$ cat config.mk
export PLATFORM = sky130hd
export DESIGN_NAME = tmwf_walk_eval
export DESIGN_NICKNAME = d
export VERILOG_FILES = /design/src/tmwf_pkg.sv /design/src/tmwf_walk_eval.sv
export SDC_FILE = /design/constraint.sdc
export NUM_CORES = 1
export LEC_CHECK = 0
export ABC_AREA = 1
export ABC_CLOCK_PERIOD_IN_PS = 11050
export BUFFER_PORTS_ARGS = -buffer_cell sky130_fd_sc_hd__buf_4
export CORE_MARGIN = 10
export CORE_UTILIZATION = 50
export DETAILED_ROUTE_END_ITERATION = 8
export PLACE_DENSITY = 0.76
export RECOVER_POWER = 100
export SKIP_LAST_GASP = 1
export SYNTH_ARGS = -nofsm -noshare
export SYNTH_HDL_FRONTEND = slang
export SYNTH_SLANG_ARGS = --single-unit
$ cat constraint.sdc
create_clock -name vclk -period 11.05
set_clock_uncertainty 0.05 [all_clocks]
set_input_delay 2.21 -clock vclk [all_inputs]
set_output_delay 2.21 -clock vclk [all_outputs]
set_load 0.01 [all_outputs]
$ cat src/tmwf_pkg.sv
// Shared types, codes and helper functions of the triangle maze wall follower.
`default_nettype none

package tmwf_pkg;

	// default grid limits
	localparam int MaxRowsDef = 64;
	localparam int MaxColsDef = 64;

	localparam int PosW = 8;
	localparam int CfgW = 7;

	// request kinds carried in tuser
	localparam logic [1:0] ACT_LOAD  = 2'd0;
	localparam logic [1:0] ACT_START = 2'd1;
	localparam logic [1:0] ACT_STEP  = 2'd2;

	// result status codes
	localparam logic [2:0] STS_LOADED  = 3'd0;
	localparam logic [2:0] STS_STARTED = 3'd1;
	localparam logic [2:0] STS_BAD     = 3'd2;
	localparam logic [2:0] STS_TURNED  = 3'd3;
	localparam logic [2:0] STS_MOVED   = 3'd4;
	localparam logic [2:0] STS_EXITED  = 3'd5;
	localparam logic [2:0] STS_IDLE    = 3'd6;

	// one-hot headings, matching the border mask bits
	localparam logic [2:0] H_NONE  = 3'b000;
	localparam logic [2:0] H_LEFT  = 3'b001;
	localparam logic [2:0] H_RIGHT = 3'b010;
	localparam logic [2:0] H_VERT  = 3'b100;

	// configuration register indexes
	localparam logic [1:0] CFG_ROWS = 2'd0;
	localparam logic [1:0] CFG_COLS = 2'd1;
	localparam logic [1:0] CFG_HAND = 2'd2;

	typedef struct packed {
		logic [PosW-1:0] row;
		logic [PosW-1:0] col;
		logic [2:0]      heading;
	} walker_t;

	typedef struct packed {
		logic [2:0] status;
		logic       last;
		logic       walking;
		walker_t    pos;
	} walk_res_t;

	// position test against the effective grid size, one bit of headroom
	function automatic logic inside_grid(input logic [PosW:0] r, input logic [PosW:0] c,
			input logic [PosW-1:0] rows, input logic [PosW-1:0] cols);
		return (r != '0) && (r <= {1'b0, rows}) && (c != '0) && (c <= {1'b0, cols});
	endfunction

	// turn the heading one place, direction set by cell orientation and hand
	function automatic logic [2:0] rot_heading(input logic [2:0] h, input logic up,
			input logic rh);
		if (up == rh) begin
			return {h[0], h[2:1]};
		end
		return {h[1:0], h[2]};
	endfunction

endpackage

`default_nettype wire

$ cat src/tmwf_walk_eval.sv
// Start and step evaluation on the cell mask read back from the store.
`default_nettype none

module tmwf_walk_eval (
	input  wire logic                    op_start,
	input  wire logic [2:0]              mask,
	input  wire tmwf_pkg::walker_t       pos,
	input  wire logic [tmwf_pkg::PosW-1:0] eff_rows,
	input  wire logic [tmwf_pkg::PosW-1:0] eff_cols,
	input  wire logic                    right_hand,
	output tmwf_pkg::walk_res_t          res
);

	logic                    odd;
	logic [2:0]              h_entry;
	logic                    hit_wall;
	logic [tmwf_pkg::PosW:0] nr;
	logic [tmwf_pkg::PosW:0] nc;
	logic [2:0]              h_flip;

	assign odd      = pos.row[0] ^ pos.col[0];
	assign hit_wall = |(mask & pos.heading);

	// pick the first heading from the maze edge and the cell orientation
	always_comb begin
		h_entry = tmwf_pkg::H_NONE;
		if (pos.row[0] && pos.col == 8'd1 && !mask[0]) begin
			h_entry = right_hand ? tmwf_pkg::H_RIGHT : tmwf_pkg::H_VERT;
		end else if (!pos.row[0] && pos.col == 8'd1 && !mask[0]) begin
			h_entry = right_hand ? tmwf_pkg::H_VERT : tmwf_pkg::H_RIGHT;
		end else if (pos.row == 8'd1 && pos.col[0] && !mask[2]) begin
			h_entry = right_hand ? tmwf_pkg::H_LEFT : tmwf_pkg::H_RIGHT;
		end else if (pos.row == eff_rows && odd && !mask[2]) begin
			h_entry = right_hand ? tmwf_pkg::H_RIGHT : tmwf_pkg::H_LEFT;
		end else if (pos.col == eff_cols && !odd && !mask[1]) begin
			h_entry = right_hand ? tmwf_pkg::H_VERT : tmwf_pkg::H_LEFT;
		end else if (pos.col == eff_cols && odd && !mask[1]) begin
			h_entry = right_hand ? tmwf_pkg::H_LEFT : tmwf_pkg::H_VERT;
		end
	end

	// neighbour across the edge faced; the flipped heading points back the same way
	always_comb begin
		nr     = {1'b0, pos.row};
		nc     = {1'b0, pos.col};
		h_flip = pos.heading;
		case (pos.heading)
			tmwf_pkg::H_LEFT: begin
				nc     = {1'b0, pos.col} - 9'd1;
				h_flip = tmwf_pkg::H_RIGHT;
			end
			tmwf_pkg::H_RIGHT: begin
				nc     = {1'b0, pos.col} + 9'd1;
				h_flip = tmwf_pkg::H_LEFT;
			end
			tmwf_pkg::H_VERT: begin
				nr = odd ? {1'b0, pos.row} + 9'd1 : {1'b0, pos.row} - 9'd1;
			end
			default: begin
				nr = {1'b0, pos.row};
			end
		endcase
	end

	// assemble the outcome
	always_comb begin
		res.pos     = pos;
		res.walking = 1'b1;
		res.last    = 1'b0;
		res.status  = tmwf_pkg::STS_TURNED;
		if (op_start) begin
			if (h_entry == tmwf_pkg::H_NONE) begin
				res.status  = tmwf_pkg::STS_BAD;
				res.last    = 1'b1;
				res.walking = 1'b0;
			end else begin
				res.status      = tmwf_pkg::STS_STARTED;
				res.pos.heading = h_entry;
			end
		end else if (hit_wall) begin
			res.pos.heading = tmwf_pkg::rot_heading(pos.heading, odd, right_hand);
		end else begin
			res.pos.row     = nr[tmwf_pkg::PosW-1:0];
			res.pos.col     = nc[tmwf_pkg::PosW-1:0];
			res.pos.heading = tmwf_pkg::rot_heading(h_flip, !odd, right_hand);
			if (tmwf_pkg::inside_grid(nr, nc, eff_rows, eff_cols)) begin
				res.status = tmwf_pkg::STS_MOVED;
			end else begin
				res.status  = tmwf_pkg::STS_EXITED;
				res.last    = 1'b1;
				res.walking = 1'b0;
			end
		end
	end

endmodule

`default_nettype wire

# After elaboration in Yosys (flattened, before gate mapping)
# Cells that the tools add are included.
# totals
reg_bits	0
output_inout_bits	24
word_cells	77
# op_classes
mux	36
n_lt_le_gt_ge	2
n_bitwise	2
n_eq_ne	9
n_reduce_logical	24
add_sub_neg	4
# op_table
op	n
3-bit two-way mux	17
21-bit two-way mux	1
8-bit by 1-bit adder with 9-bit output, second input constant	2
9-bit by 8-bit <= comparator with 1-bit output	2
9-bit two-way mux	2
9-bit case mux with 2 select lines	1
9-bit nonzero test	2
8-bit by 1-bit subtractor with 9-bit output, second input constant	2
8-bit by 1-bit equality test with 1-bit output, second input constant	2
8-bit equality test	2
16-bit two-way mux	1
1-bit logical AND	15
2-bit two-way mux	5
1-bit two-way mux	7
3-bit case mux with 2 select lines	1
1-bit logical NOT	5
5-bit two-way mux	1
3-bit AND	1
3-bit by 1-bit equality test with 1-bit output, second input constant	1
3-bit by 2-bit equality test with 1-bit output, second input constant	1
3-bit equality test, second input constant	1
3-bit logical NOT	1
3-bit OR reduction	1
1-bit equality test	2
1-bit XOR	1

# Logic depth before layout (Yosys ltp)
# Gate-level depths: netlist (run 1).
# depth
ltp_word	12
depth_mapped	25
depth_no_buf	24

# Worst setup path after synthesis (run 1)
# Ideal clock, no wire load.
# synth_path
path_kind	input to output
from	in pos[3] in the netlist's numbering
to	out res[19] in the netlist's numbering
path_buffers	1
t_arrival_ns	4.425
path_slack_ns	4.365
stages	24
t_required_ns	8.790
path_cell_list	inv_1 -> ha_1 -> buf_4 -> inv_2 -> nand2_1 -> nand3_1 -> nor2_2 -> nand3_1 -> nand2_1 -> inv_1 -> ha_1 -> nand2_1 -> nor2_1 -> nand2_1 -> nand3_1 -> nand2_1 -> nand2_1 -> nand2_1 -> nand2_1 -> nand2_1 -> nand2_1 -> inv_1 -> nand3_2 -> a21oi_1
# synth_lines
item	line_no	rtl
start: declaration	tmwf_walk_eval.sv:7	input wire tmwf_pkg::walker_t pos,
end: declaration	tmwf_walk_eval.sv:11	output tmwf_pkg::walk_res_t res

==> metrics.md, run 1 <==
| Metric | Value |
|---|---|
| Port buffer count | `64` |
| Pwr Density | `between 40 and 50 nW/µm²` |
| Reg area | `0 µm²` |
| Fin Setup TNS | `0 ps` |
| Vias in the first global route | `2938` |
| Gr usage total | `0.189` |
| Post-synthesis mux area share | `0` |
| Met3 WL post-DR | `about 530 µm` |
| Compound-Gate Fraction of Synth Area | `0.126` |
| RSZ-0062 raised after global routing | `false` |
| Required time worst endpoint | `roughly 8800 ps` |
| Simple-gate portion of the synthesized area | `0.576` |
| FMAX | `126 MHz` |
| Yosys top cell by area | `nand2_1` |
| Hold Vio Cnt, Final | `0` |
| Area of the multi-input gates | `2110 µm²` |
| Via/cell ratio | `5.37` |
| Die Y | `90.9 µm` |
| Cell count of the worst hold path | `4` |
| RePlAce Congestion | `0.981` |
| Yosys warnings | `0` |
| Fill cell count | `around 520` |
| Die area | `between 8000 and 9000 µm²` |
| Rows | `25` |
| Clkbuf count | `0` |
| Final wirelength | `8.42 mm` |
| Syn avg cell area | `5.01 µm²` |
| Syn Std Cell Area | `2510 µm²` |
| Worst Setup Start Kind | `input port` |
| CP Class | `input port to primary output` |
| Nets | `622` |
| Slew @ Worst Pin | `1190 ps` |
| CP Capture Type | `primary output` |
| Post-Syn Instances | `501` |
| Net Count, Synth | `565` |
| # hold bufs at CTS | `0` |
| P&R area growth vs syn | `16.9%` |
| Post-cts sizing count | `0` |
| Post-synth top area share | `0.274` |
| Antenna diodes | `0` |
| Worst Hold Class | `input port to primary output` |
| Initial antenna violation count | `0` |
| Core area | `4790 µm²` |
| Layout cells sized above 1 | `0.160` |
| Synth Area in XOR/XNOR | `0.0239` |
| Initial Utilization | `0.525` |
| I/O Pins | `64` |
| Die width | `just over 90 µm` |
| Final Slew Violations | `0` |
| Initial DRC Count | `239` |
| Antenna Nets Post-Route | `0` |
| Static leakage | `1.70 nW` |
| Final Critical Period | `7930 ps` |
| Residual DRC | `0` |
| HPWL after DPL | `7.09 mm` |
| Pre-Repair DR Iteration Count | `5` |
| Final Cycle Share | `0.718` |
| Post-CTS setup buffers | `0` |
| Main combinational cell family by area after synthesis | `simple AND/OR/NAND/NOR gates` |
| Max-Cap Viols | `0` |
| Sequential fraction of the synthesis area | `0` |
| Final setup violation count | `0` |
| Peak VDD IR | `20.7 µV` |
| Rel. slew slack | `0.209` |
| Global-route wire length before repair | `13.9 mm` |
| Pwr Total | `0.000121 W` |
| Met1 wire length | `3.58 mm` |
| Status | `complete, no violations` |
| Cell variety after synth | `35` |
| Most frequent cells in the layout | `nand2_1, inv_1, nand3_1, buf_4, nor2_1` |
| Met2 routed WL | `4.09 mm` |
| Seq_cells | `0` |
| Synth area leaders | `nand2_1, ha_1, inv_1, nand3_1, o21ai_0` |
| CP max FO | `12` |
| Most common cell after layout, fill and taps aside | `nand2_1` |
| Avg WL per Cell | `13.5 µm` |
| Vias | `3345` |
| Largest net degree at the start of global routing | `29` |
| CP arrival | `between 5000 and 6000 ps` |
| Congestion Overflow GR | `0` |
| DR top layer | `met4` |
| Post-Synth Adder-Cell Area | `0.120` |
## critical path, cell delays in order
cell and delay, ps:
clkbuf_1 300, inv_1 240, ha_1 510, inv_1 260
nand2_1 190, nand3_1 100, nor2_1 210, nand3_1 100
nand2_1 90, inv_1 60, ha_1 300, nand2_1 60
nor2_1 130, nand2_1 60, nand3_1 80, nand2_1 50
nand2_1 50, nand2_1 40, nand2_1 50, nand2_1 50
nand2_1 80, inv_1 50, nand3_2 70, nand2_1 50
nand2_1 100, clkbuf_1 170
## cells in the mapped netlist (all sizes together)
cell / number
nand2: 192
inv: 86
nand3: 53
nor2: 49
o21ai: 39
ha: 24
nand4: 15
a21oi: 12
buf: 9
nor3: 4
nand3b: 3
xnor2: 3
xor2: 3
and3: 2
a22o: 1
a32o: 1
clkbuf: 1
o211ai: 1
o221ai: 1
o22ai: 1
or2: 1
## power breakdown
group | total [W] | switching (W) | internal [W] | leakage [nW]
sequential | 0 | 0 | 0 | 0
combinational | 0.000121 | 0.0000772 | 0.0000441 | 1.70
clock | 0 | 0 | 0 | 0
total | 0.000121 | 0.0000772 | 0.0000441 | 1.70
## metal layers
metal | GRT usage | vias to the layer above
met5 | 0 | -
met4 | 0.0457 | 0
met3 | 0.0191 | 17
met2 | 0.340 | 134
met1 | 0.234 | 1489
li1 | - | 1705
## per-stage QoR
stage                     cell area [µm²]  utilization  cells  setup slack [ps]  hold slack, ps
after detailed placement             3020        0.630    623              3650            4710
after floorplan                      2510            -    501              4360            4490
after CTS                            3020        0.630    623              3650            4720
final                                2940        0.614    623              3120            4710
after global placement               3020        0.630    623              3760            4710
after global routing                 2940        0.614    623              2700            4740
## kinds of logic (layout without fill, tap and decap cells)
kind of cell               count (synthesis)  after routing
and+or+nand+nor                          319            319
AOI/OAI and AO/OA                         56             56
xor gates and xnor gates                   6              6
buffers and inverters                     96            151
adders and majority gates                 24             24
## worst paths after layout
path,slack (ps),to,from
worst max-delay path,3120,res[20],pos[3]
worst min-delay path,4710,res[10],pos[10]
## final cells by class
type | instances | share of cell area
multi-input combinational | 405 | 0.718
timing repair buffer | 65 | 0.143
inverter | 86 | 0.110
tap | 67 | 0.0285
No activity file was read; power rests on OpenSTA's default activity.
==> run 2: changes to the inputs <==
--- a/config.mk
+++ b/config.mk
@@ -6,7 +6,7 @@
 export NUM_CORES = 1
 export LEC_CHECK = 0
 export ABC_AREA = 1
-export ABC_CLOCK_PERIOD_IN_PS = 11050
+export ABC_CLOCK_PERIOD_IN_PS = 7600
 export BUFFER_PORTS_ARGS = -buffer_cell sky130_fd_sc_hd__buf_4
 export CORE_MARGIN = 10
 export CORE_UTILIZATION = 50
==> constraint.sdc (replaced) <==
create_clock -name vclk -period 7.6
set_clock_uncertainty 0.05 [all_clocks]
set_input_delay 1.52 -clock vclk [all_inputs]
set_output_delay 1.52 -clock vclk [all_outputs]
set_load 0.01 [all_outputs]
==> run 2 against run 1 <==
- via count shrank 1.6%
- highest routed layer unchanged
- die area is the same
- critical path depth is the same
- routed wire length shrank 0.55%
- non-clock buffer count is the same
- cell count is the same
- hold slack lost 1400 ps
- core utilization shrank 0.079 points
- sequential share of layout area is the same
==> metrics.md, run 2 (synthesis gave the netlist of run 1 again) <==
| Metric | Value |
|---|---|
| CP Capture Type | `primary output (unchanged)` |
| Net Sw Frac | `0.637 (about the same)` |
| Antenna diodes | `0 (unchanged)` |
| Final setup violation count | `0 (unchanged)` |
| Initial DRC Count | `187 (was 239)` |
| Vias in the first global route | `3066 (was 2938)` |
| Reg area | `0 µm² (unchanged)` |
| Most common cell on crit path | `nand2_1 (unchanged)` |
| Slew @ Worst Pin | `1230 ps (was 1190 ps)` |
| Pwr Total | `0.000176 W (was 0.000121 W)` |
| Fin cells | `623 (unchanged)` |
| Met2 routed WL | `4.08 mm (was 4.09 mm)` |
| Hold Vio Cnt, Final | `0 (unchanged)` |
| Initial antenna violation count | `0 (unchanged)` |
| Die area | `8260 µm² (unchanged)` |
| Post-CTS setup buffers | `0 (unchanged)` |
| Required time worst endpoint | `6030 ps (was 8790 ps)` |
| HPWL after DPL | `7.17 mm (was 7.09 mm)` |
| Via/cell ratio | `5.28 (was 5.37)` |
| Post-cts sizing count | `0 (unchanged)` |
| Most common cell after layout, fill and taps aside | `nand2_1 (unchanged)` |
| Antenna Nets Post-Route | `0 (unchanged)` |
| Clock Power Share | `0 (about the same)` |
| Largest net degree at the start of global routing | `29 (unchanged)` |
| Internal power consumption | `0.0000638 W (was 0.0000441 W)` |
| Worst Setup Start Kind | `input port (unchanged)` |
| Core area | `4790 µm² (unchanged)` |
| RSZ-0062 raised after global routing | `false (unchanged)` |
| Peak VDD IR | `36.7 µV (was 20.7 µV)` |
| Part of the power in combinational logic | `1.000 (about the same)` |
| Rel. slew slack | `0.180 (was 0.209)` |
| Final wirelength | `8.37 mm (was 8.42 mm)` |
| Final Cycle Share | `0.864` |
| Layout cells sized above 1 | `0.158 (was 0.160)` |
| CP max-delay cell | `ha_1 (unchanged)` |
| Final Critical Period | `6570 ps` |
| Met3 WL post-DR | `415 µm (was 527 µm)` |
| Most frequent cells in the layout | `nand2_1, inv_1, nand3_1 (was nand2_1, inv_1, nand3_1, buf_4, nor2_1)` |
| Clkbuf count | `0 (unchanged)` |
| FMAX | `roughly 150 MHz` |
| Pwr Density | `59.8 nW/µm² (was 41.3 nW/µm²)` |
| P&R area growth vs syn | `16.8% (was 16.9%)` |
| Final core occ | `0.613 (was 0.614)` |
| Global-route wire length before repair | `13.9 mm (about the same)` |
| Initial Utilization | `0.525 (unchanged)` |
| Die width | `90.9 µm (unchanged)` |
| Nets | `622 (unchanged)` |
| Worst Hold Class | `input port to primary output (unchanged)` |
| Avg WL per Cell | `13.4 µm (was 13.5 µm)` |
| Dpl cells | `623 (unchanged)` |
| DR top layer | `met4 (unchanged)` |
| Met1 wire length | `3.59 mm (was 3.58 mm)` |
| Rows | `25 (unchanged)` |
| I/O Pins | `64 (unchanged)` |
| CP max FO | `12 (unchanged)` |
| CP arrival | `5000 ps (was 5670 ps)` |
| Fin Setup TNS | `0 ps (unchanged)` |
| Worst path max stage delay | `520 ps (was 510 ps)` |
| Port buffer count | `64 (unchanged)` |
| Residual DRC | `0 (unchanged)` |
| Min Hold Slack | `3330 ps (was 4710 ps)` |
| Congestion Overflow GR | `0 (unchanged)` |
| CP Class | `input port to primary output (unchanged)` |
| Pre-Repair DR Iteration Count | `5 (unchanged)` |
| Seq_cells | `0 (unchanged)` |
| Share of power burned in registers | `0 (about the same)` |
| RePlAce Congestion | `0.975 (was 0.981)` |
| Vias | `3291 (was 3345)` |
| Status | `complete, no violations (unchanged)` |
| # hold bufs at CTS | `0 (unchanged)` |
| Max-Cap Viols | `0 (unchanged)` |
| Gr usage total | `0.191 (was 0.189)` |
| Die Y | `90.9 µm (unchanged)` |
| Final Slew Violations | `0 (unchanged)` |
| Switching pwr | `0.000112 W (was 0.0000772 W)` |
| Static leakage | `1.69 nW (was 1.70 nW)` |
## run 2: changes by cell type in the layout (fill, tap and decap cells not counted)
cell      change
clkbuf_1      +1
o21ai_0       -1
buf_4         -1
o21ai_1       +1
## run 2: final timing paths
check                  start       to  slack (ps)  depth (start not counted)
worst max-delay path  pos[3]  res[20]        1030                         26
worst min-delay path  pos[1]   res[1]        3330                          4
## run 2: stage by stage
step,setup WS (ps),area [µm²]
floorplan,2290,2510
global placement,1690,3020
detailed placement,1550,3020
CTS,1550,3020
global route,642,2930
finish,1030,2930
## run 2: area by class of cell
| type | instances | area (µm²) |
|---|---|---|
| Timing Repair Buffer | 65 | 417 |
| Fill cell | 533 | 1850 |
| Multi-Input combinational cell | 405 | 2110 |
| Inverter | 86 | 323 |
| Tap cell | 67 | 83.8 |
## run 2: critical path, delay by kind of cell
kind / cells / cell delay, ps
AND/OR/NAND/NOR: 18 / 1570
buffers and inverters: 6 / 1080
adder cells (fa/ha/maj): 2 / 820
## run 2: power groups by stage
stage          registers (W)  logic, W  clock network, W
2_1_floorplan              0  0.000114                 0
3_3_place_gp               0  0.000180                 0
3_5_place_dp               0  0.000182                 0
4_1_cts                    0  0.000183                 0
5_1_grt                    0  0.000199                 0
6_report                   0  0.000176                 0
## run 2: routing by layer
metal,global-route usage,up-vias
met3,0.0208,18
li1,-,1713
met5,0,-
met2,0.343,124
met1,0.224,1436
met4,0.0718,0
